`config.mk`:
```
export PLATFORM = sky130hd
export DESIGN_NAME = bpfa_front
export DESIGN_NICKNAME = d
export VERILOG_FILES = /design/src/rtl/core/bpfa_pkg.sv /design/src/rtl/core/bpfa_front.sv
export SDC_FILE = /design/constraint.sdc
export NUM_CORES = 1
export LEC_CHECK = 0
export ABC_AREA = 1
export BUFFER_PORTS_ARGS = -buffer_cell sky130_fd_sc_hd__buf_2
export CORE_MARGIN = 2
export CORE_UTILIZATION = 30
export DETAILED_ROUTE_END_ITERATION = 7
export PLACE_DENSITY = 0.56
export SETUP_SLACK_MARGIN = 0.02
export SYNTH_ARGS = -nofsm -noshare
export SYNTH_HDL_FRONTEND = slang
export SYNTH_SLANG_ARGS = --single-unit
```
`constraint.sdc`:
```
create_clock -name clk_i -period 4.1 [get_ports clk_i]
set_input_delay 0.205 -clock clk_i [delete_from_list [all_inputs] [get_ports clk_i]]
set_output_delay 0.205 -clock clk_i [all_outputs]
set_load 0.05 [all_outputs]
```
`src/rtl/core/bpfa_pkg.sv`:
```
// ----------------------------------------------------------------------------
// bpfa_pkg
// Shared types and constants of the bitmap page-frame allocator.
// ----------------------------------------------------------------------------
package bpfa_pkg;

  // Page index / count width (covers 0..131071)
  localparam int unsigned IdxW       = 17;
  // Occupancy map word width and its bit-offset width
  localparam int unsigned WordW      = 32;
  localparam int unsigned OffW       = 5;
  // Word counter width over the full index range
  localparam int unsigned WcntW      = IdxW - OffW;
  localparam int unsigned DefMaxPages = 65536;
  localparam logic [IdxW-1:0] CntMax   = 17'h1FFFF;
  localparam logic [IdxW-1:0] TotalRst = 17'h10000;

  typedef enum logic [2:0] {
    OP_REQUEST   = 3'd0,
    OP_FREE      = 3'd1,
    OP_LOCK      = 3'd2,
    OP_RESERVE   = 3'd3,
    OP_UNRESERVE = 3'd4
  } op_e;

  typedef enum logic [2:0] {
    ST_CLEAR,
    ST_IDLE,
    ST_RD,
    ST_EX,
    ST_FIN
  } bk_state_e;

  typedef struct packed {
    logic [2:0]  operation;
    logic [15:0] page_index;
    logic [16:0] page_count;
  } in_item_t;

  typedef struct packed {
    logic        granted;
    logic [15:0] result_page;
    logic [16:0] changed_pages;
    logic [16:0] free_pages;
    logic [16:0] used_pages;
    logic [16:0] reserved_pages;
  } out_item_t;

  // Classified job handed from front to back
  typedef struct packed {
    logic            known;     // operation code is defined
    op_e             op;
    logic [IdxW-1:0] first;     // first page of the run
    logic [IdxW-1:0] stop;      // exclusive end, clipped to the total
  } job_t;

endpackage

```
`src/rtl/core/bpfa_front.sv`:
```
// ----------------------------------------------------------------------------
// bpfa_front
// Accepts transactions, decodes the operation, clips the run to the managed
// total and queues the job for the back end (two entries).
// ----------------------------------------------------------------------------
module bpfa_front import bpfa_pkg::*; (
  input  logic            clk_i,
  input  logic            rst_ni,
  input  logic [IdxW-1:0] total_i,
  input  logic            in_valid_i,
  output logic            in_stall_o,
  input  in_item_t        in_data_i,
  output logic            job_valid_o,
  output job_t            job_o,
  input  logic            job_pop_i
);

  job_t          q_mem_q [2];
  logic          wr_ptr_q, wr_ptr_d, rd_ptr_q, rd_ptr_d;
  logic [1:0]    cnt_q, cnt_d;
  job_t          job_new;
  logic [IdxW:0] run_sum;
  logic          push;

  // Decode and clip
  always_comb begin
    job_new.known = 1'b1;
    job_new.op    = OP_REQUEST;
    unique case (in_data_i.operation)
      OP_REQUEST:   job_new.op = OP_REQUEST;
      OP_FREE:      job_new.op = OP_FREE;
      OP_LOCK:      job_new.op = OP_LOCK;
      OP_RESERVE:   job_new.op = OP_RESERVE;
      OP_UNRESERVE: job_new.op = OP_UNRESERVE;
      default:      job_new.known = 1'b0;
    endcase
    job_new.first = {1'b0, in_data_i.page_index};
    run_sum       = {1'b0, job_new.first} + {1'b0, in_data_i.page_count};
    job_new.stop  = (run_sum > {1'b0, total_i}) ? total_i : run_sum[IdxW-1:0];
  end

  assign in_stall_o  = (cnt_q == 2'd2);
  assign push        = in_valid_i && !in_stall_o;
  assign job_valid_o = (cnt_q != 2'd0);
  assign job_o       = q_mem_q[rd_ptr_q];

  // Queue pointers
  always_comb begin
    wr_ptr_d = push ? ~wr_ptr_q : wr_ptr_q;
    rd_ptr_d = job_pop_i ? ~rd_ptr_q : rd_ptr_q;
    cnt_d    = cnt_q + {1'b0, push} - {1'b0, job_pop_i};
  end

  always_ff @(posedge clk_i or negedge rst_ni) begin
    if (!rst_ni) begin
      wr_ptr_q <= 1'b0;
      rd_ptr_q <= 1'b0;
      cnt_q    <= 2'd0;
    end else begin
      wr_ptr_q <= wr_ptr_d;
      rd_ptr_q <= rd_ptr_d;
      cnt_q    <= cnt_d;
    end
  end

  // Queue storage
  always_ff @(posedge clk_i) begin
    if (push) begin
      q_mem_q[wr_ptr_q] <= job_new;
    end
  end

endmodule

```
==> metrics.cfg <==
[worst_setup_path]
endpoint_kind = flop
critPathBufInv = 3
crit_family = simple AND/OR/NAND/NOR gates
cp-startpoint = in_data_i[17]
critical_path_class = input port to flop
worstPathArrival_ps = 3220
crit_top_cell = nand2_1
reg2reg_slack_ps = 1910
timing.rr.end = q_mem_q[1][0]
r2r_start = cnt_q[1]
crit_cells = 25
max_stage_delay_ps = 410
slowest_stage = fa_1
path_max_fanout = 18
rr_worst_depth = 3
start_kind = input port
cp.required_ps = 4180

[routing]
first_pass_iters = 4
routed_wl_mm = 10.1
drc = 0
num_vias = 3205
final_antenna_net_count = 0
first_iter_violations = 111
via_per_inst = 4.55
route.detailed.wl_per_inst_um = 14.4

[sta]
setup_viol = 0
period_minus_slack_ps = 3150
holdWs_ps = 66.9
drv_slew = 0
worstMarginPinSlew_ps = 1180
max_freq_mhz = 318
fin_setup_tns_ps = 0
finalHoldViolations = 0
rsz0062_at_grt = no
fin_crit_sh_pct = 76.8
relSlewSlack_pct = 21.2
fin_skew_ps = 4.78

[floorplanning]
row_count = 44
initial_core_util_pct = 30.8
die_h_um = 126
die_w_um = 126
dieArea_um2 = 15900
io-pin-count = 97
core_area_um2 = 14500

[layout]
fin_nets = 609
layout-drive-gt1-share_pct = 31.3
layout.cells.non_filler = 705
diodes = 0
finish.instance_area_um2 = 5410
syn_to_final_growth_pct = 21.0

[synthesis]
synth_top_area_cell = edfxtp_1
synth_common_cells = nand2_1, edfxtp_1, inv_1, mux2_2, ha_1
syn_nets = 509
synth_area_leaders = edfxtp_1, ha_1, mux2_2, nand2_1, inv_1
synth_area_um2 = 4470
ys_seq_elements = 78
yosys_warnings = 0
synth_cell_type_count = 34
post-synth-top-count-cell = nand2_1
async_flop_share_pct = 5.13
synth-seq-area-share_pct = 51.9
yosysTopAreaCellShare_pct = 49.7
ys.flop_type = edfxtp_1
synth_edf_count = 74
synth_cells = 416
syn_avg_cell_area_um2 = 10.7

[power_and_ir_drop]
power.density_nw_per_um2 = 660
max-vdd-ir-drop_uv = 235
finalPower_uw = 3570
p_leak_uw = 0.00244

[placed_design]
dp.cells = 688
placed_area_um2 = 5150
port_buffers = 95
place.gp.congestion = 0.890
dpl.hpwl_mm = 7.70

[cts]
cts-root-buf = clkbuf_16
cts_buffer_depth = 2
cts_resized = 0
clkSinkCount = 78
numCtsBuffers = 9
h-tree-depth = 3
cts_tree = built
clock_latency_ps = 330
path_clk_slew_ps = 50

[global_routing]
grt-ovfl-total = 0
grt_max_degree = 38
grt_first_pass_wirelength_mm = 16.5
grt_pass1_vias = 3379
grt_antenna_before_repair = 0
grtUsageTotal_pct = 13.3

[job]
maxCapViolCount = 0

[worst_hold_path]
hold_path.class = input port to flop
worstHoldPathCells = 2
worst_hold_startpoint = job_pop_i
whs_endpoint = rd_ptr_q

[run_status]
status = finished clean

[cells in the final DEF, fill, tap and decap left out, types with 2 or more instances in the layout]
| master | count |
|---|---|
| clkbuf_1 | 5 |
| a21oi_4 | 2 |
| nor2_4 | 2 |
| a21oi_1 | 20 |
| o21ai_2 | 2 |
| mux2_2 | 37 |
| nand2_2 | 6 |
| buf_2 | 95 |
| xor2_1 | 11 |
| nand2_4 | 2 |
| inv_1 | 45 |
| nand3_1 | 29 |
| nand4_1 | 3 |
| ha_1 | 35 |
| a21oi_2 | 2 |
| xnor2_1 | 3 |
| nand2_1 | 96 |
| edfxtp_1 | 74 |
| dfrtp_1 | 4 |
| o21ai_0 | 9 |
| o21a_1 | 2 |
| nor2_1 | 14 |
| clkbuf_16 | 9 |
[worst register-to-register path, cell delays in order, from the launching register on]
cell and delay, ps:
dfrtp_1 410, inv_1 80, o21ai_0 290, nor2_4 1010
[power breakdown]
part | switching, uW | internal (uW)
clock | 287 | 407
sequential | 87.6 | 1140
combinational | 1180 | 472
total | 1560 | 2020
[kinds of logic after synthesis]
group / count (synthesis) / share of synthesized area, %
flops: 78 / 51.9
compound gates: 39 / 5.46
other cells: 1 / 0.0839
fa+ha+maj: 36 / 10.2
xor+xnor: 14 / 2.74
simple gates: 158 / 15.3
buf+inv: 53 / 4.92
mux: 37 / 9.32
[worst max-delay path by stage]
stage,end,slack (ps)
after CTS,q_mem_q[0][14],960
after global routing,q_mem_q[1][13],550
after detailed placement,q_mem_q[1][12],600
after global placement,q_mem_q[0][12],690
after floorplan,q_mem_q[0][6],1100
final,q_mem_q[0][14],950
[area by class of cell]
type | count | area (um2)
fill | 1490 | 9120
sequential | 78 | 2320
multi-input combinational | 285 | 1940
timing repair buffer | 97 | 493
clock buffer | 14 | 244
tap | 184 | 230
inverter | 45 | 169
clock inverter | 2 | 8.76
[registers in the layout, indices dropped and copies added (netlist names)]
signal and flops:
rd_ptr_q 1, wr_ptr_q 1, q_mem_q 74, cnt_q 2
[routing by layer]
| layer | up-vias | GRT usage, % | wire, um |
|---|---|---|---|
| li1 | 1633 | - | - |
| met1 | 1496 | 16.7 | 4690 |
| met2 | 65 | 22.0 | 4810 |
| met3 | 11 | 3.70 | 458 |
| met4 | 0 | 4.91 | 165 |
| met5 | - | 0 | 0 |
[through the flow]
step                setup slack, ps  util (%)
detailed placement              601      35.4
global placement                692      35.4
floorplan                      1100         -
CTS                             963      37.2
finish                          953      37.2
global route                    547      37.2
[repair_timing]
action | CTS | global route
hold buffers | 1 | 0
buffers inserted | 0 | 0
endpoints found under the hold margin | 4 | 0
Note: power is estimated with default switching activity, not from simulation.
